==> src/rtl/tse_pkg.sv <==
// Package of the TLS server name extractor: parser phases, header codes,
// result beat type and queue sizing. No dependencies.
`default_nettype none

package tse_pkg;

	localparam int POSITION_BITS_DEF = 17;

	// Header codes
	localparam logic [7:0]  REC_HANDSHAKE   = 8'h16;
	localparam logic [7:0]  HS_CLIENT_HELLO = 8'h01;
	localparam logic [15:0] EXT_SERVER_NAME = 16'h0000;
	localparam logic [7:0]  NAME_TYPE_HOST  = 8'h00;

	// Byte counts of fixed-length parts
	localparam int REC_HDR_REST  = 4;       // version and record length
	localparam int HS_FIXED_LEN  = 3 + 34;  // handshake length, version, random
	localparam int EXT_HDR_LEN   = 4;
	localparam int SNI_MIN_LEN   = 5;

	// Result kinds
	localparam logic KIND_NAME    = 1'b0;
	localparam logic KIND_VERDICT = 1'b1;

	// Result queue
	localparam int Q_DEPTH = 4;
	localparam int Q_AW    = $clog2(Q_DEPTH);

	typedef enum logic [3:0] {
		PH_RECORD   = 4'd0,
		PH_REC_SKIP = 4'd1,
		PH_HS_TYPE  = 4'd2,
		PH_FIX_SKIP = 4'd3,
		PH_SID_LEN  = 4'd4,
		PH_SID_SKIP = 4'd5,
		PH_CS_LEN   = 4'd6,
		PH_CS_SKIP  = 4'd7,
		PH_CM_LEN   = 4'd8,
		PH_CM_SKIP  = 4'd9,
		PH_EXTS_LEN = 4'd10,
		PH_EXT_HDR  = 4'd11,
		PH_EXT_BODY = 4'd12,
		PH_SNI_HDR  = 4'd13,
		PH_NAME     = 4'd14,
		PH_DONE     = 4'd15
	} phase_t;

	typedef struct packed {
		logic        kind;
		logic [7:0]  name_char;
		logic        found;
		logic [15:0] name_length;
		logic        run_end;
	} res_t;

endpackage

`default_nettype wire

==> src/rtl/tls_sni_extractor.sv <==
// TLS Client Hello server name extractor: byte parser and result queue; needs tse_pkg.
// Results: each beat is written to the queue on the accepting edge and offered in order behind earlier beats.
// Throughput: one payload byte per cycle; the parser state advances on the
// accepting edge. A final byte that is also a name byte yields two beats
// through a four-entry result queue; in_ready drops while fewer than two slots are free.
// Reset: arst_n clears parser state and queue; each final byte restarts the parser.
`default_nettype none

module tls_sni_extractor #(
	parameter int POSITION_BITS = tse_pkg::POSITION_BITS_DEF
) (
	input  wire logic        clk,
	input  wire logic        arst_n,
	input  wire logic        in_valid,
	output logic             in_ready,
	input  wire logic [7:0]  data_byte,
	input  wire logic        final_byte,
	output logic             out_valid,
	input  wire logic        out_ready,
	output logic             kind,
	output logic [7:0]       name_char,
	output logic             found,
	output logic [15:0]      name_length,
	output logic             run_end
);

	localparam int P = POSITION_BITS;
	localparam logic [P-1:0] POS_MAX = {P{1'b1}};

	tse_pkg::phase_t ph_q, ph_n;
	logic [P-1:0]  pos_q, pos_n, skip_q, skip_n;
	logic [P-1:0]  exts_lim_q, exts_lim_n, ext_lim_q, ext_lim_n;
	logic [15:0]   acc_q, acc_n, ext_kind_q, ext_kind_n;
	logic [15:0]   name_rem_q, name_rem_n, held_q, held_n;
	logic          match_q, match_n, fin_q, fin_n;

	logic          accept;
	logic [P-1:0]  pos_inc, skip_inc, skip_dec, rest, lim_sat;
	logic [15:0]   acc_shift;
	logic [P:0]    lim, hdr_end;
	logic          past_exts_cur, past_exts_new;
	logic          name_hit;

	tse_pkg::res_t fifo_q [tse_pkg::Q_DEPTH];
	logic [tse_pkg::Q_AW-1:0] wr_ptr_q, rd_ptr_q;
	logic [tse_pkg::Q_AW:0]   count_q;
	tse_pkg::res_t e0, e1;
	logic [1:0]    n_push;
	logic          pop, found_v;

	assign accept    = in_valid & in_ready;
	assign pos_inc   = pos_q + 1'b1;
	assign skip_inc  = skip_q + 1'b1;
	assign skip_dec  = skip_q - 1'b1;
	assign acc_shift = {acc_q[7:0], data_byte};
	assign lim       = {1'b0, pos_inc} + (P+1)'(acc_shift);
	assign lim_sat   = (lim > {1'b0, POS_MAX}) ? POS_MAX : lim[P-1:0];
	assign hdr_end   = {1'b0, pos_inc} + (P+1)'(tse_pkg::EXT_HDR_LEN);
	assign past_exts_cur = hdr_end > {1'b0, exts_lim_q};
	assign past_exts_new = hdr_end > {1'b0, lim_sat};
	assign rest      = ext_lim_q - pos_inc;

	// Parser next state
	always_comb begin
		ph_n       = ph_q;
		pos_n      = pos_q;
		skip_n     = skip_q;
		acc_n      = acc_q;
		exts_lim_n = exts_lim_q;
		ext_kind_n = ext_kind_q;
		ext_lim_n  = ext_lim_q;
		name_rem_n = name_rem_q;
		held_n     = held_q;
		match_n    = match_q;
		fin_n      = fin_q;
		name_hit   = 1'b0;
		if (pos_q != POS_MAX) begin
			pos_n = pos_inc;
			case (ph_q)
				tse_pkg::PH_RECORD: begin
					acc_n = '0;
					if (data_byte == tse_pkg::REC_HANDSHAKE) begin
						ph_n   = tse_pkg::PH_REC_SKIP;
						skip_n = P'(tse_pkg::REC_HDR_REST);
					end else begin
						ph_n   = tse_pkg::PH_DONE;
						skip_n = '0;
					end
				end
				tse_pkg::PH_REC_SKIP: begin
					skip_n = skip_dec;
					if (skip_dec == '0) begin
						ph_n  = tse_pkg::PH_HS_TYPE;
						acc_n = '0;
					end
				end
				tse_pkg::PH_HS_TYPE: begin
					acc_n = '0;
					if (data_byte == tse_pkg::HS_CLIENT_HELLO) begin
						ph_n   = tse_pkg::PH_FIX_SKIP;
						skip_n = P'(tse_pkg::HS_FIXED_LEN);
					end else begin
						ph_n   = tse_pkg::PH_DONE;
						skip_n = '0;
					end
				end
				tse_pkg::PH_FIX_SKIP: begin
					skip_n = skip_dec;
					if (skip_dec == '0) begin
						ph_n  = tse_pkg::PH_SID_LEN;
						acc_n = '0;
					end
				end
				tse_pkg::PH_SID_LEN: begin
					acc_n  = '0;
					skip_n = P'(data_byte);
					ph_n   = (data_byte == 8'd0) ? tse_pkg::PH_CS_LEN : tse_pkg::PH_SID_SKIP;
				end
				tse_pkg::PH_SID_SKIP: begin
					skip_n = skip_dec;
					if (skip_dec == '0) begin
						ph_n  = tse_pkg::PH_CS_LEN;
						acc_n = '0;
					end
				end
				tse_pkg::PH_CS_LEN: begin
					acc_n  = acc_shift;
					skip_n = skip_inc;
					if (skip_inc == P'(2)) begin
						acc_n  = '0;
						skip_n = P'(acc_shift);
						ph_n   = (acc_shift == 16'd0) ? tse_pkg::PH_CM_LEN
							: tse_pkg::PH_CS_SKIP;
					end
				end
				tse_pkg::PH_CS_SKIP: begin
					skip_n = skip_dec;
					if (skip_dec == '0) begin
						ph_n  = tse_pkg::PH_CM_LEN;
						acc_n = '0;
					end
				end
				tse_pkg::PH_CM_LEN: begin
					acc_n  = '0;
					skip_n = P'(data_byte);
					ph_n   = (data_byte == 8'd0) ? tse_pkg::PH_EXTS_LEN
						: tse_pkg::PH_CM_SKIP;
				end
				tse_pkg::PH_CM_SKIP: begin
					skip_n = skip_dec;
					if (skip_dec == '0) begin
						ph_n  = tse_pkg::PH_EXTS_LEN;
						acc_n = '0;
					end
				end
				tse_pkg::PH_EXTS_LEN: begin
					acc_n  = acc_shift;
					skip_n = skip_inc;
					if (skip_inc == P'(2)) begin
						exts_lim_n = lim_sat;
						acc_n      = '0;
						skip_n     = '0;
						ph_n       = past_exts_new ? tse_pkg::PH_DONE : tse_pkg::PH_EXT_HDR;
					end
				end
				tse_pkg::PH_EXT_HDR: begin
					acc_n  = acc_shift;
					skip_n = skip_inc;
					if (skip_inc == P'(2)) begin
						ext_kind_n = acc_shift;
						acc_n      = '0;
					end else if (skip_inc == P'(4)) begin
						acc_n  = '0;
						skip_n = '0;
						if (lim > {1'b0, exts_lim_q}) begin
							ph_n = tse_pkg::PH_DONE;
						end else begin
							ext_lim_n = lim[P-1:0];
							if (ext_kind_q == tse_pkg::EXT_SERVER_NAME
									&& acc_shift >= 16'(tse_pkg::SNI_MIN_LEN)) begin
								ph_n = tse_pkg::PH_SNI_HDR;
							end else if (acc_shift == 16'd0) begin
								ph_n = past_exts_cur ? tse_pkg::PH_DONE
									: tse_pkg::PH_EXT_HDR;
							end else begin
								ph_n   = tse_pkg::PH_EXT_BODY;
								skip_n = P'(acc_shift);
							end
						end
					end
				end
				tse_pkg::PH_EXT_BODY: begin
					skip_n = skip_dec;
					if (skip_dec == '0) begin
						acc_n = '0;
						ph_n  = past_exts_cur ? tse_pkg::PH_DONE : tse_pkg::PH_EXT_HDR;
					end
				end
				tse_pkg::PH_SNI_HDR: begin
					skip_n = skip_inc;
					if (skip_inc == P'(3)) begin
						ext_kind_n = 16'(data_byte);
					end else if (skip_inc >= P'(4)) begin
						acc_n = acc_shift;
						if (skip_inc == P'(5)) begin
							acc_n  = '0;
							skip_n = '0;
							if (ext_kind_q == 16'(tse_pkg::NAME_TYPE_HOST)
									&& P'(acc_shift) <= rest) begin
								match_n = 1'b1;
								held_n  = acc_shift;
								if (acc_shift == 16'd0) begin
									fin_n = 1'b1;
									ph_n  = tse_pkg::PH_DONE;
								end else begin
									ph_n       = tse_pkg::PH_NAME;
									name_rem_n = acc_shift;
								end
							end else if (rest == '0) begin
								ph_n = past_exts_cur ? tse_pkg::PH_DONE
									: tse_pkg::PH_EXT_HDR;
							end else begin
								ph_n   = tse_pkg::PH_EXT_BODY;
								skip_n = rest;
							end
						end
					end
				end
				tse_pkg::PH_NAME: begin
					name_hit   = 1'b1;
					name_rem_n = name_rem_q - 1'b1;
					if (name_rem_q == 16'd1) begin
						fin_n  = 1'b1;
						ph_n   = tse_pkg::PH_DONE;
						skip_n = '0;
						acc_n  = '0;
					end
				end
				default: begin
					ph_n   = tse_pkg::PH_DONE;
					skip_n = '0;
					acc_n  = '0;
				end
			endcase
		end
	end

	// Result beats for this byte
	always_comb begin
		found_v = fin_n & match_n & (ext_lim_n <= pos_n);
		e0 = '0;
		e1 = '0;
		e1.kind        = tse_pkg::KIND_VERDICT;
		e1.found       = found_v;
		e1.name_length = found_v ? held_n : 16'd0;
		e1.run_end     = 1'b1;
		n_push = 2'd0;
		if (name_hit) begin
			e0.kind      = tse_pkg::KIND_NAME;
			e0.name_char = data_byte;
			e0.run_end   = ~final_byte;
			n_push       = final_byte ? 2'd2 : 2'd1;
		end else if (final_byte) begin
			e0     = e1;
			n_push = 2'd1;
		end
	end

	always_ff @(posedge clk or negedge arst_n) begin
		if (!arst_n) begin
			ph_q       <= tse_pkg::PH_RECORD;
			pos_q      <= '0;
			skip_q     <= '0;
			acc_q      <= '0;
			exts_lim_q <= '0;
			ext_kind_q <= '0;
			ext_lim_q  <= '0;
			name_rem_q <= '0;
			held_q     <= '0;
			match_q    <= 1'b0;
			fin_q      <= 1'b0;
		end else if (accept) begin
			if (final_byte) begin
				// restart for the next packet
				ph_q       <= tse_pkg::PH_RECORD;
				pos_q      <= '0;
				skip_q     <= '0;
				acc_q      <= '0;
				exts_lim_q <= '0;
				ext_kind_q <= '0;
				ext_lim_q  <= '0;
				name_rem_q <= '0;
				held_q     <= '0;
				match_q    <= 1'b0;
				fin_q      <= 1'b0;
			end else begin
				ph_q       <= ph_n;
				pos_q      <= pos_n;
				skip_q     <= skip_n;
				acc_q      <= acc_n;
				exts_lim_q <= exts_lim_n;
				ext_kind_q <= ext_kind_n;
				ext_lim_q  <= ext_lim_n;
				name_rem_q <= name_rem_n;
				held_q     <= held_n;
				match_q    <= match_n;
				fin_q      <= fin_n;
			end
		end
	end

	// Result queue
	assign pop       = out_valid & out_ready;
	assign out_valid = count_q != '0;
	assign in_ready  = count_q <= (tse_pkg::Q_AW+1)'(tse_pkg::Q_DEPTH - 2);

	always_ff @(posedge clk) begin
		if (accept && n_push != 2'd0) begin
			fifo_q[wr_ptr_q] <= e0;
		end
		if (accept && n_push == 2'd2) begin
			fifo_q[wr_ptr_q + 1'b1] <= e1;
		end
	end

	always_ff @(posedge clk or negedge arst_n) begin
		if (!arst_n) begin
			wr_ptr_q <= '0;
			rd_ptr_q <= '0;
			count_q  <= '0;
		end else begin
			if (accept) begin
				wr_ptr_q <= wr_ptr_q + (tse_pkg::Q_AW)'(n_push);
			end
			if (pop) begin
				rd_ptr_q <= rd_ptr_q + 1'b1;
			end
			count_q <= count_q + (tse_pkg::Q_AW+1)'(accept ? n_push : 2'd0)
				- (tse_pkg::Q_AW+1)'(pop);
		end
	end

	assign kind        = fifo_q[rd_ptr_q].kind;
	assign name_char   = fifo_q[rd_ptr_q].name_char;
	assign found       = fifo_q[rd_ptr_q].found;
	assign name_length = fifo_q[rd_ptr_q].name_length;
	assign run_end     = fifo_q[rd_ptr_q].run_end;

endmodule

`default_nettype wire

==> config.mk <==
export PLATFORM = sky130hd
export DESIGN_NAME = tls_sni_extractor
export DESIGN_NICKNAME = d
export VERILOG_FILES = /design/src/rtl/tse_pkg.sv /design/src/rtl/tls_sni_extractor.sv
export SDC_FILE = /design/constraint.sdc
export NUM_CORES = 1
export LEC_CHECK = 0
export BUFFER_PORTS_ARGS = -buffer_cell sky130_fd_sc_hd__buf_2
export CELL_PAD_IN_SITES_DETAIL_PLACEMENT = 0
export CELL_PAD_IN_SITES_GLOBAL_PLACEMENT = 1
export CORE_MARGIN = 8
export CORE_UTILIZATION = 35
export DETAILED_ROUTE_END_ITERATION = 6
export PLACE_DENSITY_LB_ADDON = 0.1
export SKIP_LAST_GASP = 1
export SLEW_MARGIN = 20
export SYNTH_ARGS = -nofsm -noshare
export SYNTH_HDL_FRONTEND = slang
export SYNTH_SLANG_ARGS = --single-unit
==> constraint.sdc <==
create_clock -name clk -period 21.6 [get_ports clk]
set_input_delay 1.08 -clock clk [delete_from_list [all_inputs] [get_ports clk]]
set_output_delay 1.08 -clock clk [all_outputs]
set_load 0.02 [all_outputs]
==> metrics.yaml, run 1 <==
critical_path_class: "flip-flop to flip-flop"
syn_area_um2: 17970
die_height_um: 242.6
reg2reg_depth: 33
htreeDepth: 1
routabilityCongestion: 0.8885
cp-end-kind: "flip-flop"
track_usage: 0.2060
cp_common_cell: "ha_1"
ys.flop_type: "dfrtp_1"
rsz0062_at_grt: "false"
cts_tree: "done"
dieArea_um2: 58860
crit_arrival_ns: 9.24
status: "finished clean"
clock_skew_ns: 0.01552
grt_pass1_vias: 15230
drtPass1Iterations: 5
avgViaCountPerCell: 5.581
final_cell_mix: "nor2_1 (276), nand2_1 (200), a21oi_1 (160), ha_1 (140), dfrtp_1 (136)"
rows: 83
place_hpwl_mm: 44.70
antenna_cells: 0
period_needed_ns: 8.797
num-nets-final: 2223
p_per_area_nw_per_um2: 130.3
ys_warn_count: 0
wl_per_cell_um: 22.46
setup_violations: 0
ys_seq_area_frac: 0.3489
yosysTopAreaCellShare: 0.1908
irDropWorstVdd_mv: 0.05727
drive_gt1_frac: 0.09895
tightest_slew_ns: 0.9813
cap_violations: 0
reg2reg_slack_ns: 12.80
drt_wl_total_mm: 62.27
syn_inst: 2080
holdPathStages: 2
layout_commonest_cell: "nor2_1"
die_width_um: 242.6
critPathMaxFanout: 24
cp_slowest_cell: "dfrtp_1"
min_path_type: "flip-flop to flip-flop"
setup_slack_ns: 12.80
syn_nets: 2236
synth-edff-count: 68
cts_hold_buffers: 0
grt_pass1_wl_mm: 95.91
min_to: "held_q[2]"
placement.setup.worst_slack_ns: 12.89
critPathBufInv: 2
synthToLayoutAreaGrowth_pct: 10.78
clk_path_buf_depth: 3
initial_utilization: 0.3517
drc: 0
first_iter_violations: 1194
ys_types: 93
hold_violations: 0
period_share: 0.4073
ioPinCount: 42
portBuffers: 41
grt_max_degree: 70
ant_nets: 0
post_cts_buffers: 0
synth-seq-cells: 245
cts_buffers: 31
max-slew-margin-rel: 0.3398
cts-resized-gates: 0
min-delay-start: "held_q[2]"
critPathRequiredTime_ns: 22.04
grt_overflow_total: 0
fmax_mhz: 113.7
vias: 15470
slew_viol_final: 0
clkTransAtPathRegs_ns: 0.06
clkLatencyLatePin_ns: 0.60
grt_antenna_before_repair: 0
clkSinkCount: 245
leakage_nw: 8.434
cts-root-buf: "clkbuf_16"
rr_endpoint: "fifo_q[0][11]"
async_reset_ff_frac: 0.5592
timing.rr.start: "pos_q[0]"
post_synth.cell_area_avg_um2: 8.640
critical-path-top-delay-family: "compound AO/OA/AOI/OAI gates"
setup-tns-final_ns: 0
cp_slowest_stage_delay_ns: 0.57
synth.top_cells.by_area: "dfrtp_1 (19%), edfxtp_1 (11%), ha_1 (9.7%), nor2_1 (5.8%), a21oi_1 (4.5%)"
core-area_um2: 51090
synth_top_area_cell: "dfrtp_1"
worst_setup_path_start_kind: "flip-flop"
==> cell usage after synthesis (all sizes together), types with 17 or more instances <==
| cell | number |
|---|---|
| o21ai | 148 |
| nor2b | 44 |
| nand2b | 18 |
| nor2 | 277 |
| mux2 | 18 |
| nand3 | 42 |
| nor4 | 28 |
| inv | 76 |
| dfrtp | 137 |
| or3 | 17 |
| edfxtp | 68 |
| nand2 | 202 |
| xnor2 | 70 |
| buf | 24 |
| ha | 140 |
| dfxtp | 40 |
| a22o | 21 |
| xor2 | 26 |
| nand4 | 29 |
| a21o | 29 |
| mux4 | 27 |
| a22oi | 33 |
| a21oi | 163 |
| clkbuf | 100 |
| o31ai | 24 |
| nor3 | 51 |
==> flip-flops by register name (all words and copies together) (netlist names), 16 cells and up <==
name,flops
skip_q,17
name_rem_q,16
held_q,16
fifo_q,108
exts_lim_q,17
pos_q,17
ext_lim_q,17
ext_kind_q,16
==> kinds of logic after synthesis <==
group / after synthesis / synth area share
adder cells (fa/ha/maj): 143 / 0.1008
flip-flops: 245 / 0.3489
XOR/XNOR: 96 / 0.04678
AND/OR/NAND/NOR: 783 / 0.2077
AO/OA/AOI/OAI: 551 / 0.1950
buffers and inverters: 201 / 0.04455
multiplexers: 61 / 0.05618
==> cell type report <==
type,count,area [um^2]
Clock buffer,41,875.8
Clock inverter,17,200.2
Fill cell,5287,31180
Inverter,77,289.0
Multi-Input combinational cell,1634,10920
Sequential cell,245,6272
Tap cell,680,850.8
Timing Repair Buffer,78,501.7
==> routing by layer <==
| metal | global-route usage | vias up | wire length (um) |
|---|---|---|---|
| li1 | - | 7512 | - |
| met1 | 0.2891 | 7543 | 29380 |
| met2 | 0.3351 | 338 | 28670 |
| met3 | 0.02658 | 78 | 2914 |
| met4 | 0.04760 | 0 | 1301 |
| met5 | 0 | - | 0 |
==> power by group <==
| group | switching (mW) | leakage [nW] | internal (mW) |
|---|---|---|---|
| Sequential | 0.127 | 2.72 | 0.573 |
| Clock | 0.227 | 0.522 | 0.324 |
| Combinational | 0.834 | 5.19 | 0.510 |
| Total | 1.19 | 8.43 | 1.41 |
==> worst max path at each step <==
stage / start / endpoint / slack [ns] / depth (start not counted)
after global routing: pos_q[0] / fifo_q[0][1] / 12.17 / 33
after CTS: pos_q[0] / fifo_q[3][16] / 12.91 / 33
after global placement: data_byte[0] / fifo_q[0][1] / 12.96 / 31
after floorplan: data_byte[0] / fifo_q[0][11] / 14.49 / 31
after detailed placement: data_byte[0] / fifo_q[3][16] / 12.89 / 31
final: pos_q[0] / fifo_q[0][11] / 12.80 / 33
==> worst reg2reg max path, delay by kind of cell, from the launching register on <==
kind | cells | cell delay, ns
compound gates | 14 | 2.74
xor+xnor | 2 | 0.69
fa+ha+maj | 4 | 1.34
buf+inv | 2 | 0.41
flops | 1 | 0.57
mux | 1 | 0.36
simple gates | 10 | 2.56
==> per-stage QoR <==
| stage | power (mW) | std cells | util | instance area (um^2) | hold WS [ns] |
|---|---|---|---|---|---|
| after floorplan | 1.633 | 2080 | - | 17970 | 0.4395 |
| after global placement | 2.028 | 2713 | 0.3681 | 18810 | 0.4527 |
| after detailed placement | 2.035 | 2713 | 0.3681 | 18810 | 0.4614 |
| after CTS | 2.603 | 2771 | 0.3892 | 19890 | 0.4770 |
| after global routing | 2.787 | 2772 | 0.3897 | 19910 | 0.4961 |
| final | 2.594 | 2772 | 0.3897 | 19910 | 0.4713 |
No activity file was read; power rests on OpenSTA's default activity.
==> inputs of run 2 (changes only) <==
clock period = 8.2 ns   (was 21.6 ns; I/O delays follow)
==> metrics.yaml, run 2 (synthesis results as in run 1) <==
status: "finished clean"
max-slew-margin-rel: 0.2569  # -0.08281
critical-path-top-delay-family: "simple AND/OR/NAND/NOR gates"
first_iter_violations: 1239  # +3.8%
power_switching_mw: 3.107  # +160%
cp_common_cell: "ha_1"
avgViaCountPerCell: 5.654  # +1.3%
clk_path_buf_depth: 3  # unchanged
wl_per_cell_um: 22.88  # +1.9%
cts_tree: "done"
multi_input_area_um2: 10970  # +0.42%
drtPass1Iterations: 6  # +1
seq_power_share: 0.274  # +0.004
critical_path_class: "flip-flop to flip-flop"
slew_viol_final: 0  # unchanged
p_clk_frac: 0.211  # about the same
final_cell_mix: "nor2_1 (275), nand2_1 (196), a21oi_1 (160), ha_1 (140), dfrtp_1 (136)"
die_width_um: 242.6  # unchanged
nFillCells: 5244  # -0.81%
grt_pass1_wl_mm: 98.08  # +2.3%
leakage_nw: 8.571  # +1.6%
worst_setup_path_start_kind: "flip-flop"
min_path_type: "input pin to flip-flop"
cp-end-kind: "flip-flop"
critPathBufInv: 3  # +1
initial_utilization: 0.3517  # unchanged
vias: 15760  # +1.9%
hold_violations: 0  # unchanged
core-area_um2: 51090  # unchanged
synthToLayoutAreaGrowth_pct: 11.62
track_usage: 0.2114  # +0.005327
setup_violations: 0  # unchanged
ioPinCount: 42  # unchanged
period_needed_ns: 7.669  # -1.128 ns
p_per_area_nw_per_um2: 339.6  # +160%
whs_ns: 0.1791  # -0.2921 ns
portBuffers: 41  # unchanged
comb_power_share: 0.515  # -0.003
crit_arrival_ns: 8.12  # -1.12 ns
clkLatencyLatePin_ns: 0.60  # about the same
seqCellArea_um2: 6272  # unchanged
drt_wl_total_mm: 63.78  # +2.4%
critPathMaxFanout: 17  # -29%
internal_power_mw: 3.706  # +160%
clkSinkCount: 245  # unchanged
critPathRequiredTime_ns: 8.65  # -13.39 ns
clkTransAtPathRegs_ns: 0.06  # about the same
place_hpwl_mm: 46.28  # +3.5%
cts-root-buf: "clkbuf_16"
grt_antenna_before_repair: 0  # unchanged
htreeDepth: 1  # unchanged
grt_overflow_total: 0  # unchanged
rows: 83  # unchanged
layout_commonest_cell: "nor2_1"
routabilityCongestion: 0.9475  # +6.6%
tightest_slew_ns: 1.106  # +0.1248 ns
grt_pass1_vias: 15580  # +2.4%
power.total_mw: 6.813  # +160%
period_share: 0.9353  # +0.5280
fmax_mhz: 130.4  # +15%
reg2reg_slack_ns: 0.53  # -12.27 ns
top_register: "fifo_q"
cts_buffers: 31  # unchanged
largest_register_ff_count: 108  # unchanged
grt_max_degree: 87  # +24%
cp_slowest_cell: "or4b_1"
die_height_um: 242.6  # unchanged
switching_share: 0.4560  # -0.001727
cap_violations: 0  # unchanged
drc: 0  # unchanged
num-nets-final: 2238  # +0.67%
drive_gt1_frac: 0.1077  # +0.008788
dieArea_um2: 58860  # unchanged
antenna_cells: 0  # unchanged
clock_skew_ns: 0.01735  # +0.001834 ns
cp_slowest_stage_delay_ns: 0.62  # +0.05 ns
irDropWorstVdd_mv: 0.1090  # +90%
ant_nets: 0  # unchanged
run 2: cell types whose count changed in the layout (fill, tap and decap cells not counted), moves of 2 or more:
| cell | previous run | this run |
|---|---|---|
| buf_4 | 36 | 50 |
| clkinv_1 | 3 | 1 |
| nand2_4 | 0 | 4 |
| nand2_1 | 200 | 196 |
| clkbuf_1 | 6 | 8 |
| clkbuf_8 | 2 | 4 |
run 2: timing repair:
| item | in CTS | in global routing |
|---|---|---|
| hold buffers | 1 | 0 |
| endpoints found under the setup margin | 0 | 68 |
| resized for setup | 0 | 12 |
| buffers inserted | 0 | 1 |
| endpoints found under the hold margin | 85 | 0 |
run 2: area by class of cell:
class | count | area share
Inverter | 77 | 0.01441
Multi-Input combinational cell | 1634 | 0.5467
Tap cell | 680 | 0.04241
Timing Repair Buffer | 93 | 0.03075
Sequential cell | 245 | 0.3127
Clock buffer | 44 | 0.04416
Clock inverter | 14 | 0.008919
run 2: power groups by stage:
| stage | Sequential, mW | Clock [mW] | Combinational, mW |
|---|---|---|---|
| 2_1_floorplan | 1.67 | 0 | 2.63 |
| 3_3_place_gp | 1.88 | 0 | 3.44 |
| 3_5_place_dp | 1.89 | 0 | 3.48 |
| 4_1_cts | 1.87 | 1.48 | 3.50 |
| 5_1_grt | 1.92 | 1.52 | 3.87 |
| 6_report | 1.87 | 1.44 | 3.51 |
run 2: worst register-to-register path: cells and delay by family, from the launching register on:
| kind | cells | cell delay (ns) |
|---|---|---|
| AOI/OAI and AO/OA | 10 | 2.05 |
| xor gates and xnor gates | 2 | 0.41 |
| adders and majority gates | 4 | 1.25 |
| buffers and inverters | 3 | 0.51 |
| DFF | 1 | 0.44 |
| muxes | 1 | 0.36 |
| and+or+nand+nor | 11 | 2.52 |
run 2: routing by layer:
layer	up-vias	part of all wire	track usage
met4	0	0.025	0.05395
met3	78	0.060	0.03547
met5	-	0	0
met2	413	0.46	0.3459
li1	7555	-	-
met1	7713	0.45	0.2878
run 2: path summary, 6_finish.rpt:
path | from | endpoint | cells past startpoint
max in group asynchronous | arst_n | rd_ptr_q[0] | 3
min in group asynchronous | arst_n | skip_q[7] | 2
min | out_ready | rd_ptr_q[0] | 3
max | pos_q[1] | fifo_q[0][8] | 31
min reg2reg | exts_lim_q[10] | exts_lim_q[10] | 2
max reg2reg | pos_q[1] | fifo_q[0][8] | 31
run 2: through the flow:
stage / setup WS, ns / util / instance area [um^2] / setup TNS [ns] / std cells
after detailed placement: 0.1609 / 0.3702 / 18910 / 0 / 2727
final: 0.5309 / 0.3926 / 20060 / 0 / 2787
after global placement: 0.1874 / 0.3702 / 18910 / 0 / 2727
after global routing: -0.005628 / 0.3926 / 20060 / -0.008896 / 2787
after floorplan: 1.185 / - / 17970 / 0 / 2080
after CTS: 0.1113 / 0.3912 / 19990 / 0 / 2786
